--- src/sv/dpod_pkg.sv ---
package dpod_pkg;

    localparam int DayW    = 5;
    localparam int MonW    = 4;
    localparam int YearW   = 14;
    localparam int QuoW    = 8;
    localparam int RemW    = 7;
    localparam int ProdW   = 24;
    localparam int SerialW = 24;
    localparam int CountW  = 22;
    localparam int DbmW    = 9;
    localparam int MpartW  = 10;
    localparam int NumDates = 4;

    localparam logic [11:0]      Recip25     = 12'd2622;
    localparam logic [RemW-1:0]  Century     = 7'd100;
    localparam logic [SerialW-1:0] DaysInYear = 24'd365;
    localparam logic [MonW-1:0]  MonFirst    = 4'd1;
    localparam logic [MonW-1:0]  MonLast     = 4'd12;
    localparam logic [MonW-1:0]  MonFeb      = 4'd2;
    localparam logic [SerialW-1:0] CountMax  = 24'd4194303;

    typedef logic [DayW-1:0]    t_day;
    typedef logic [MonW-1:0]    t_mon;
    typedef logic [YearW-1:0]   t_year;
    typedef logic [SerialW-1:0] t_serial;
    typedef logic [CountW-1:0]  t_count;
    typedef logic [DbmW-1:0]    t_dbm;

    function automatic t_dbm days_before_month(input t_mon mon);
        t_dbm d;
        case (mon)
            4'd1:    d = 9'd0;
            4'd2:    d = 9'd31;
            4'd3:    d = 9'd59;
            4'd4:    d = 9'd90;
            4'd5:    d = 9'd120;
            4'd6:    d = 9'd151;
            4'd7:    d = 9'd181;
            4'd8:    d = 9'd212;
            4'd9:    d = 9'd243;
            4'd10:   d = 9'd273;
            4'd11:   d = 9'd304;
            4'd12:   d = 9'd334;
            default: d = 9'd0;
        endcase
        return d;
    endfunction

endpackage

--- src/sv/date_period_overlap_days.sv ---
// Counts the calendar days, both end days included, that two Gregorian date periods have in
// common. Each date is turned into a day serial number, and the overlap is the smaller end
// minus the larger start plus one; the count is 0 when the periods are disjoint or when either
// starts after it ends, and it saturates at the top of the 22-bit field. The block is a
// six-stage pipeline: one word is taken in every cycle while o_stall is low, and its result
// passes through the register stages r1 to r6 in order to the output. A stalled output holds
// only the stages behind it that are full, so empty stages still take new words.
module date_period_overlap_days (
    input  logic              i_clk,
    input  logic              i_rst_n,
    input  logic              i_valid,
    output logic              o_stall,
    input  dpod_pkg::t_day    i_first_start_day,
    input  dpod_pkg::t_mon    i_first_start_month,
    input  dpod_pkg::t_year   i_first_start_year,
    input  dpod_pkg::t_day    i_first_end_day,
    input  dpod_pkg::t_mon    i_first_end_month,
    input  dpod_pkg::t_year   i_first_end_year,
    input  dpod_pkg::t_day    i_second_start_day,
    input  dpod_pkg::t_mon    i_second_start_month,
    input  dpod_pkg::t_year   i_second_start_year,
    input  dpod_pkg::t_day    i_second_end_day,
    input  dpod_pkg::t_mon    i_second_end_month,
    input  dpod_pkg::t_year   i_second_end_year,
    output logic              o_valid,
    input  logic              i_stall,
    output dpod_pkg::t_count  o_overlap_days,
    output logic              o_periods_overlap
);
    import dpod_pkg::*;

    logic [6:1] r_vld;
    logic [6:1] en_s;

    t_day    w_day  [NumDates];
    t_mon    w_mon  [NumDates];
    t_year   w_year [NumDates];

    t_day              r1_day  [NumDates];
    t_mon              r1_mon  [NumDates];
    t_year             r1_year [NumDates];
    logic [ProdW-1:0]  r1_prod [NumDates];

    t_day              r2_day  [NumDates];
    t_mon              r2_mon  [NumDates];
    t_year             r2_year [NumDates];
    logic [QuoW-1:0]   r2_quo  [NumDates];
    logic [RemW-1:0]   r2_rem  [NumDates];

    t_serial           r3_ypart [NumDates];
    logic [MpartW-1:0] r3_mpart [NumDates];

    t_serial           r4_serial [NumDates];

    logic              r5_ok;
    t_serial           r5_lo;
    t_serial           r5_hi;

    t_count            r6_count;
    logic              r6_flag;

    assign w_day[0]  = i_first_start_day;
    assign w_mon[0]  = i_first_start_month;
    assign w_year[0] = i_first_start_year;
    assign w_day[1]  = i_first_end_day;
    assign w_mon[1]  = i_first_end_month;
    assign w_year[1] = i_first_end_year;
    assign w_day[2]  = i_second_start_day;
    assign w_mon[2]  = i_second_start_month;
    assign w_year[2] = i_second_start_year;
    assign w_day[3]  = i_second_end_day;
    assign w_mon[3]  = i_second_end_month;
    assign w_year[3] = i_second_end_year;

    // A stage loads when it is empty or when the stage after it moves on.
    always_comb begin
        en_s[6] = !r_vld[6] || !i_stall;
        for (int k = 5; k >= 1; k--) begin
            en_s[k] = !r_vld[k] || en_s[k+1];
        end
    end

    assign o_stall = !en_s[1];

    always_ff @(posedge i_clk) begin
        if (!i_rst_n) begin
            r_vld <= '0;
        end else begin
            if (en_s[1]) begin
                r_vld[1] <= i_valid;
            end
            for (int k = 2; k <= 6; k++) begin
                if (en_s[k]) begin
                    r_vld[k] <= r_vld[k-1];
                end
            end
        end
    end

    for (genvar g = 0; g < NumDates; g++) begin : g_date
        t_mon              n_mon;
        logic [QuoW-1:0]   n_quo;
        logic [RemW-1:0]   n_rem;
        logic [RemW-1:0]   n_rem_prod;
        logic              n_rem_nz;
        logic              n_quo_nz;
        logic              n_leap;
        logic [YearW:0]    n_ceil4;
        logic [QuoW:0]     n_ceil100;
        logic [QuoW-2:0]   n_ceil400;
        t_serial           n_ypart;
        logic [MpartW-1:0] n_mpart;

        always_comb begin
            n_mon = w_mon[g];
            if (w_mon[g] < MonFirst) begin
                n_mon = MonFirst;
            end else if (w_mon[g] inside {[4'd13:4'd15]}) begin
                n_mon = MonLast;
            end
        end

        always_comb begin
            n_quo      = r1_prod[g][ProdW-1:ProdW-QuoW];
            n_rem_prod = RemW'(r1_year[g] - YearW'(n_quo) * YearW'(Century));
            n_rem      = n_rem_prod;
        end

        always_comb begin
            n_rem_nz  = (r2_rem[g] != '0);
            n_quo_nz  = (r2_quo[g][1:0] != 2'd0);
            n_leap    = n_rem_nz ? (r2_year[g][1:0] == 2'd0) : !n_quo_nz;
            n_ceil4   = (YearW+1)'((r2_year[g] + (YearW+1)'(3)) >> 2);
            n_ceil100 = (QuoW+1)'(r2_quo[g]) + (QuoW+1)'(n_rem_nz);
            n_ceil400 = (QuoW-1)'((r2_quo[g] >> 2) + QuoW'(n_rem_nz || n_quo_nz));
            n_ypart   = SerialW'(r2_year[g]) * DaysInYear + SerialW'(n_ceil4)
                        - SerialW'(n_ceil100) + SerialW'(n_ceil400);
            n_mpart   = MpartW'(days_before_month(r2_mon[g]))
                        + MpartW'(n_leap && (r2_mon[g] > MonFeb))
                        + MpartW'(r2_day[g]);
        end

        always_ff @(posedge i_clk) begin
            if (en_s[1]) begin
                r1_day[g]  <= w_day[g];
                r1_mon[g]  <= n_mon;
                r1_year[g] <= w_year[g];
                r1_prod[g] <= ProdW'(w_year[g][YearW-1:2]) * ProdW'(Recip25);
            end
            if (en_s[2]) begin
                r2_day[g]  <= r1_day[g];
                r2_mon[g]  <= r1_mon[g];
                r2_year[g] <= r1_year[g];
                r2_quo[g]  <= n_quo;
                r2_rem[g]  <= n_rem;
            end
            if (en_s[3]) begin
                r3_ypart[g] <= n_ypart;
                r3_mpart[g] <= n_mpart;
            end
            if (en_s[4]) begin
                r4_serial[g] <= r3_ypart[g] + SerialW'(r3_mpart[g]);
            end
        end
    end

    t_serial n_diff;

    always_comb begin
        n_diff = r5_hi - r5_lo + SerialW'(1);
    end

    always_ff @(posedge i_clk) begin
        if (en_s[5]) begin
            r5_ok <= (r4_serial[0] <= r4_serial[1]) && (r4_serial[2] <= r4_serial[3]);
            r5_lo <= (r4_serial[0] > r4_serial[2]) ? r4_serial[0] : r4_serial[2];
            r5_hi <= (r4_serial[1] < r4_serial[3]) ? r4_serial[1] : r4_serial[3];
        end
        if (en_s[6]) begin
            if (!r5_ok || (r5_lo > r5_hi)) begin
                r6_count <= '0;
                r6_flag  <= 1'b0;
            end else begin
                r6_count <= (n_diff > CountMax) ? CountW'(CountMax) : CountW'(n_diff);
                r6_flag  <= 1'b1;
            end
        end
    end

    assign o_valid           = r_vld[6];
    assign o_overlap_days    = r6_count;
    assign o_periods_overlap = r6_flag;

`ifndef SYNTHESIS
    a_flag_match: assert property (@(posedge i_clk) disable iff (!i_rst_n)
        r_vld[6] |-> (r6_flag == (r6_count != '0)))
        else $error("overlap flag disagrees with the day count");

    a_stall_full: assert property (@(posedge i_clk) disable iff (!i_rst_n)
        o_stall |-> (r_vld == '1) && i_stall)
        else $error("input stalled while a stage is free");

    a_bubble_take: assert property (@(posedge i_clk) disable iff (!i_rst_n)
        !r_vld[1] |-> !o_stall)
        else $error("empty first stage refused a word");

    a_enter: assert property (@(posedge i_clk) disable iff (!i_rst_n)
        i_valid && !o_stall |=> r_vld[1])
        else $error("accepted word did not enter the first stage");
`endif

endmodule
--- config.mk ---
export PLATFORM = sky130hd
export DESIGN_NAME = date_period_overlap_days
export DESIGN_NICKNAME = d
export VERILOG_FILES = /design/src/sv/dpod_pkg.sv /design/src/sv/date_period_overlap_days.sv
export SDC_FILE = /design/constraint.sdc
export NUM_CORES = 2
export LEC_CHECK = 0
export BUFFER_PORTS_ARGS = -buffer_cell sky130_fd_sc_hd__clkbuf_2
export CAP_MARGIN = 40
export CORE_AREA = 4 4 366 368
export CTS_BUF_LIST = sky130_fd_sc_hd__clkbuf_4 sky130_fd_sc_hd__clkbuf_8 sky130_fd_sc_hd__clkbuf_16
export DETAILED_ROUTE_END_ITERATION = 12
export DIE_AREA = 0 0 370 372
export HOLD_SLACK_MARGIN = 0.15
export MAX_ROUTING_LAYER = met4
export PLACE_DENSITY = 0.58
export SKIP_LAST_GASP = 1
export SYNTH_ARGS = -nofsm -noshare
export SYNTH_HDL_FRONTEND = slang
export SYNTH_SLANG_ARGS = --single-unit
--- constraint.sdc ---
create_clock -name i_clk -period 6.1 [get_ports i_clk]
set_input_delay 1.22 -clock i_clk [delete_from_list [all_inputs] [get_ports i_clk]]
set_output_delay 1.22 -clock i_clk [all_outputs]
set_load 0.005 [all_outputs]
; Word level (Yosys, flattened, before mapping)
; Memory sizes are Yosys's and may differ from the RTL's.
; Index checks and enable logic that the tools add are counted.
; W data, S select, Z words.
[op_classes]
order_cmp = 22
reduce_logical = 45
muxes = 24
add_sub_neg = 42
mul = 12
[ops]
columns = operator, n
row1 = $add A23 B13 Y24, 4
row2 = $add A24 B10 Y24, 4
row3 = $add A24 B7 Y24, 4
row4 = $sub A24 B9 Y24, 4
row5 = $mul A12 B11 Y23 const B, 4
row6 = $mul A14 B9 Y23 const B, 4
row7 = $add A14 B2 Y15 const B, 4
row8 = $gt A24 B24 Y1, 2
row9 = $le A24 B24 Y1, 2
row10 = $mux W24, 2
row11 = $add A10 B5 Y10, 4
row12 = $add A9 B1 Y10, 4
row13 = $add A8 B1 Y9, 4
row14 = $mul A8 B5 Y5 const B, 4
row15 = $mux W4, 8
row16 = $add A6 B1 Y7, 4
row17 = $reduce_bool A7 Y1, 4
row18 = $sub A7 B7 Y7, 4
row19 = $add A24 B1 Y24 const B, 1
row20 = $gt A24 B22 Y1 const B, 1
row21 = $lt A24 B24 Y1, 1
row22 = $sub A24 B24 Y24, 1
row23 = $mux W22, 1
row24 = $ge A4 B4 Y1 const B, 4
row25 = 9 further kinds, 66
[totals]
memories = 16
output_inout_bits = 25
input_bits = 96
rom_bits = 576
mem_bits_rw = 568
wordCells = 172
reg_bits = 78
[memory_table]
columns = memory, words, width, read_ports, rd_clocked_by_memory_dff, write_ports, line_no
row1 = (name not given), 16, 9, 1, 0, 0, dpod_pkg.sv:32  ; case (mon)
row2 = (name not given), 16, 9, 1, 0, 0, dpod_pkg.sv:32
row3 = (name not given), 16, 9, 1, 0, 0, dpod_pkg.sv:32
row4 = (name not given), 16, 9, 1, 0, 0, dpod_pkg.sv:32
row5 = r3_ypart, 4, 24, 4, 0, 4, date_period_overlap_days.sv:50  ; t_serial r3_ypart [NumDates];
row6 = r4_serial, 4, 24, 4, 0, 4, date_period_overlap_days.sv:53  ; t_serial r4_serial [NumDates];
row7 = +10 memories, -, -, -, -, -, -

; Longest topological paths before layout
[depth]
word_depth = 9
depth_mapped = 25
ltp_nobuf = 25

; Least setup slack after synthesis
; OpenSTA, ideal clock, no wires.
[synth_path]
path_kind = input to output
start = in i_stall
end = out o_stall
t_required_ps = 4880
stages = 4
n_path_buf = 0
path_slack_ps = -296
t_arrival_ps = 5176
path_cell_list = and3_1 and3_1 nand3_1 inv_1
[synth_via]
elab_chain_cells = 8
[synth_lines]
columns = item, line_no
row1 = start: declaration, date_period_overlap_days.sv:26  ; input logic i_stall,
row2 = $logic_not A1 Y1, date_period_overlap_days.sv:77  ; en_s[6] = !r_vld[6] || !i_stall;
row3 = $logic_or A1 B1 Y1, date_period_overlap_days.sv:77
row4 = $logic_or A1 B1 Y1 (5 in series), date_period_overlap_days.sv:79  ; en_s[k] = !r_vld[k] || en_s[k+1];
row5 = $logic_not A1 Y1, date_period_overlap_days.sv:83  ; assign o_stall = !en_s[1];
row6 = end: declaration, date_period_overlap_days.sv:12  ; output logic o_stall,
; Every way passes these cells.

==> impl_metrics.csv <==
group,metric,value,unit
run_status,outcome,"finished, final reports clean",
sta,report.final.slew_viol_count,0,
logic_synthesis,async_reset_ff_share,0,%
detailed_routing,via_count,33300,
floorplan,num_rows,133,
floorplan,die_w,370,um
clock_tree,clk_latency,0.65,ns
clock_tree,cts_hold_buf,0,
logic_synthesis,synth_area_leader_cell,"edfxtp_1",
logic_synthesis,yosys.area_share.simple,5.34,%
detailed_routing,drt-wirelength-per-cell,15.6,um
sta,post-route-period-util,96.9,%
logic_synthesis,synth_top_family_by_area,"adder cells",
job,max_cap_violations,0,
sta,tightestPinTransition,0.873,ns
detailed_routing,routed_wl,107000,um
clock_tree,cts_root_buf,"clkbuf_16",
floorplan,dieArea,138000,sq um
grt,grt_use_total,16.4,%
sta,tns,0,ns
grt,grt_overflow,0,
logic_synthesis,synth_commonest_cells,"inv_1, ha_1, edfxtp_1",
logic_synthesis,synthTopCellsByArea,"edfxtp_1, ha_1, fa_1",
sta,finalCriticalPeriod,5.91,ns
logic_synthesis,ys_seq_area_share,31.6,%
critical_path,critPathMaxFanout,5,
sta,timing.hold.ws,0.413,ns
logic_synthesis,synth.distinct_cells,89,
detailed_routing,drt_iter0_drc,1450,
worst_hold_path,hold_path_class,"reg -> reg",
clock_tree,path_clk_slew,0.06,ns
logic_synthesis,yosysMostFrequentCell,"inv_1",
critical_path,cp-end-kind,"register",
grt,grt_pass1_wl,177000,um
detailed_routing,viasPerCell,4.83,
placed_design,placed_cells,6744,
detailed_routing,drc,0,
sta,fin_worst_skew,0.0324,ns
cells_and_area,stdcell_count,6897,
clock_tree,cts_max_path_buffers,3,
clock_tree,cts_tree,"yes",
clock_tree,cts_sinks,578,
logic_synthesis,yosys_most_used_dff,"edfxtp_1",
critical_path,cp-start-kind,"register",
logic_synthesis,netlist_area,54700,sq um
grt,grt_max_degree,70,
grt,antenna_found_initial,1,
cells_and_area,diodes,0,
cells_and_area,seqCellArea,17300,sq um
logic_synthesis,synth_top_area_share,31.4,%
critical_path,path_class,"reg -> reg",
placed_design,io_buffers,120,
sta,max_freq,169,MHz
sta,relSlewSlack,41.3,%
logic_synthesis,yosysWarningCount,0,
cells_and_area,syn_to_final_growth,11.0,%
detailed_routing,ant_nets,0,
cells_and_area,multi_input_area,33300,sq um
logic_synthesis,synth_edf_count,572,
critical_path,worstPathArrival,6.31,ns
logic_synthesis,synthAdderAreaFrac,40.7,%
clock_tree,cts_buffers,72,
logic_synthesis,syn_inst,4844,
floorplan,core_area,131000,sq um
sta,hold_violations,0,
floorplan,die_y,372,um
critical_path,cp_data_required_time,6.50,ns
cells_and_area,fillCellCount,12200,
logic_synthesis,synth_mux_area_share,1.37,%
floorplan,io-pin-count,121,
clock_tree,htreeDepth,3,
cells_and_area,drive_gt1_share,8.79,%
cells_and_area,finalNetCount,6666,
detailed_routing,first_pass_iters,5,
grt,grt_pass1_vias,34300,
placed_design,hpwl,88800,um
placed_design,place_congestion,0.895,
sta,rsz0062_at_grt,"true",
logic_synthesis,ys_ff_latch,578,
logic_synthesis,synth-compound-area-share,7.90,%
logic_synthesis,syn_area_per_cell,11.3,sq um
logic_synthesis,synthXorXnorAreaFrac,5.00,%
floorplan,start_util,41.8,%
sta,setup_viol,0,
[cell families (layout without fill, tap and decap cells)]
group,after synthesis,after routing
adders and majority gates,1486,1486
buffers and inverters,1157,1452
and+or+nand+nor,589,589
muxes,70,70
AOI/OAI and AO/OA,651,651
DFF,578,578
other,1,4
xor gates and xnor gates,312,312
[registers in the layout, summed over array words and instances (netlist names)]
name and cells:
r2_mon 16, r1_prod 32, r2_quo 32, r3_mpart 40
r2_day 20, r1_day 20, r3_ypart 96, r2_year 52
r5_lo 24, r1_mon 16, r_vld 6, o_periods_overlap 1
r4_serial 96, r5_ok 1, r1_year 56, o_overlap_days 22
r5_hi 24, r2_rem 24
[worst paths after layout]
path                                   start              end  slack (ns)  cells after the start
worst min-delay path            r1_mon[1][0]     r2_mon[1][0]        0.41                      0
worst max register to register  r2_rem[1][1]  r3_ypart[1][23]        0.19                     25
worst max-delay path            r2_rem[1][1]  r3_ypart[1][23]        0.19                     25
worst min register to register  r1_mon[1][0]     r2_mon[1][0]        0.41                      0
[worst max-delay path, stage by stage, from the launching register on]
cell and delay [ns]:
edfxtp_1 0.45, inv_2 0.12, ha_1 0.20, a21oi_4 0.09, nor2b_4 0.14, nand2_1 0.08
xnor2_1 0.14, ha_1 0.28, inv_1 0.05, fa_1 0.47, inv_1 0.05, fa_1 0.49
inv_1 0.05, fa_1 0.44, fa_1 0.51, inv_1 0.04, ha_2 0.31, a2111oi_4 0.43
o21ai_2 0.12, or3b_4 0.28, a21oi_4 0.06, o2111ai_1 0.19, nand2_1 0.14, a211o_1 0.29
a21oi_1 0.17, xnor2_1 0.08
[cell type report]
cell class                 instances  area share (%)
sequential                       578            28.5
timing repair buffer             193            1.97
multi-input combinational       3112            54.9
clock inverter                    47           0.940
inverter                        1127            6.98
clock buffer                      85            3.13
tap                             1755            3.62
[stage by stage]
| stage | util, % | cell area [sq um] | setup slack, ns |
|---|---|---|---|
| 2_1_floorplan | - | 54700 | 0.173 |
| 5_1_grt | 46.4 | 60700 | -0.0708 |
| 4_1_cts | 46.1 | 60300 | -0.000421 |
| 3_3_place_gp | 44.2 | 57800 | 0.0500 |
| 3_5_place_dp | 44.2 | 57800 | -0.0493 |
| 6_report | 46.4 | 60700 | 0.192 |
[timing repair]
| item | in CTS | in global routing |
|---|---|---|
| setup buffers | 0 | 21 |
| pin swaps | 0 | 19 |
| gates resized for setup | 3 | 65 |
| endpoints found under the setup margin | 3 | 28 |
| gates cloned | 0 | 0 |
[layer usage]
| metal | wire (um) | vias up | global-route usage, % | share of wire, % |
|---|---|---|---|---|
| met2 | 48800 | 387 | 25.7 | 45 |
| met3 | 3140 | 102 | 2.10 | 2.9 |
| met4 | 1570 | 0 | 3.08 | 1.5 |
| li1 | - | 16700 | - | - |
| met1 | 53900 | 16100 | 23.1 | 50 |
| met5 | 0 | - | - | 0 |
[layout by cell type (no fill, tap or decap), types with 10 or more instances in the layout]
cell type and n:
a21oi_1 193, clkbuf_4 13, o211ai_1 25, o22ai_2 17, o21ai_0 100, a21boi_0 16, ha_1 992, fa_1 485
a21o_1 111, mux2_2 29, xnor2_1 228, a31oi_1 18, nor2_1 160, mux2i_1 40, nand4_1 34, o21a_1 28
nand3_1 66, nor2b_1 30, buf_4 68, clkbuf_2 120, nand2_1 122, and3_1 44, edfxtp_1 572, nand2b_1 28
clkbuf_16 72, nor3_1 28, inv_1 1121, bufinv_16 10, o21bai_1 25, clkinv_1 12, a21oi_2 14, xor2_1 84
Power is left out: the tool's default activity adds up to more than one toggle a clock period on the data nets, which glitch-free logic cannot reach.
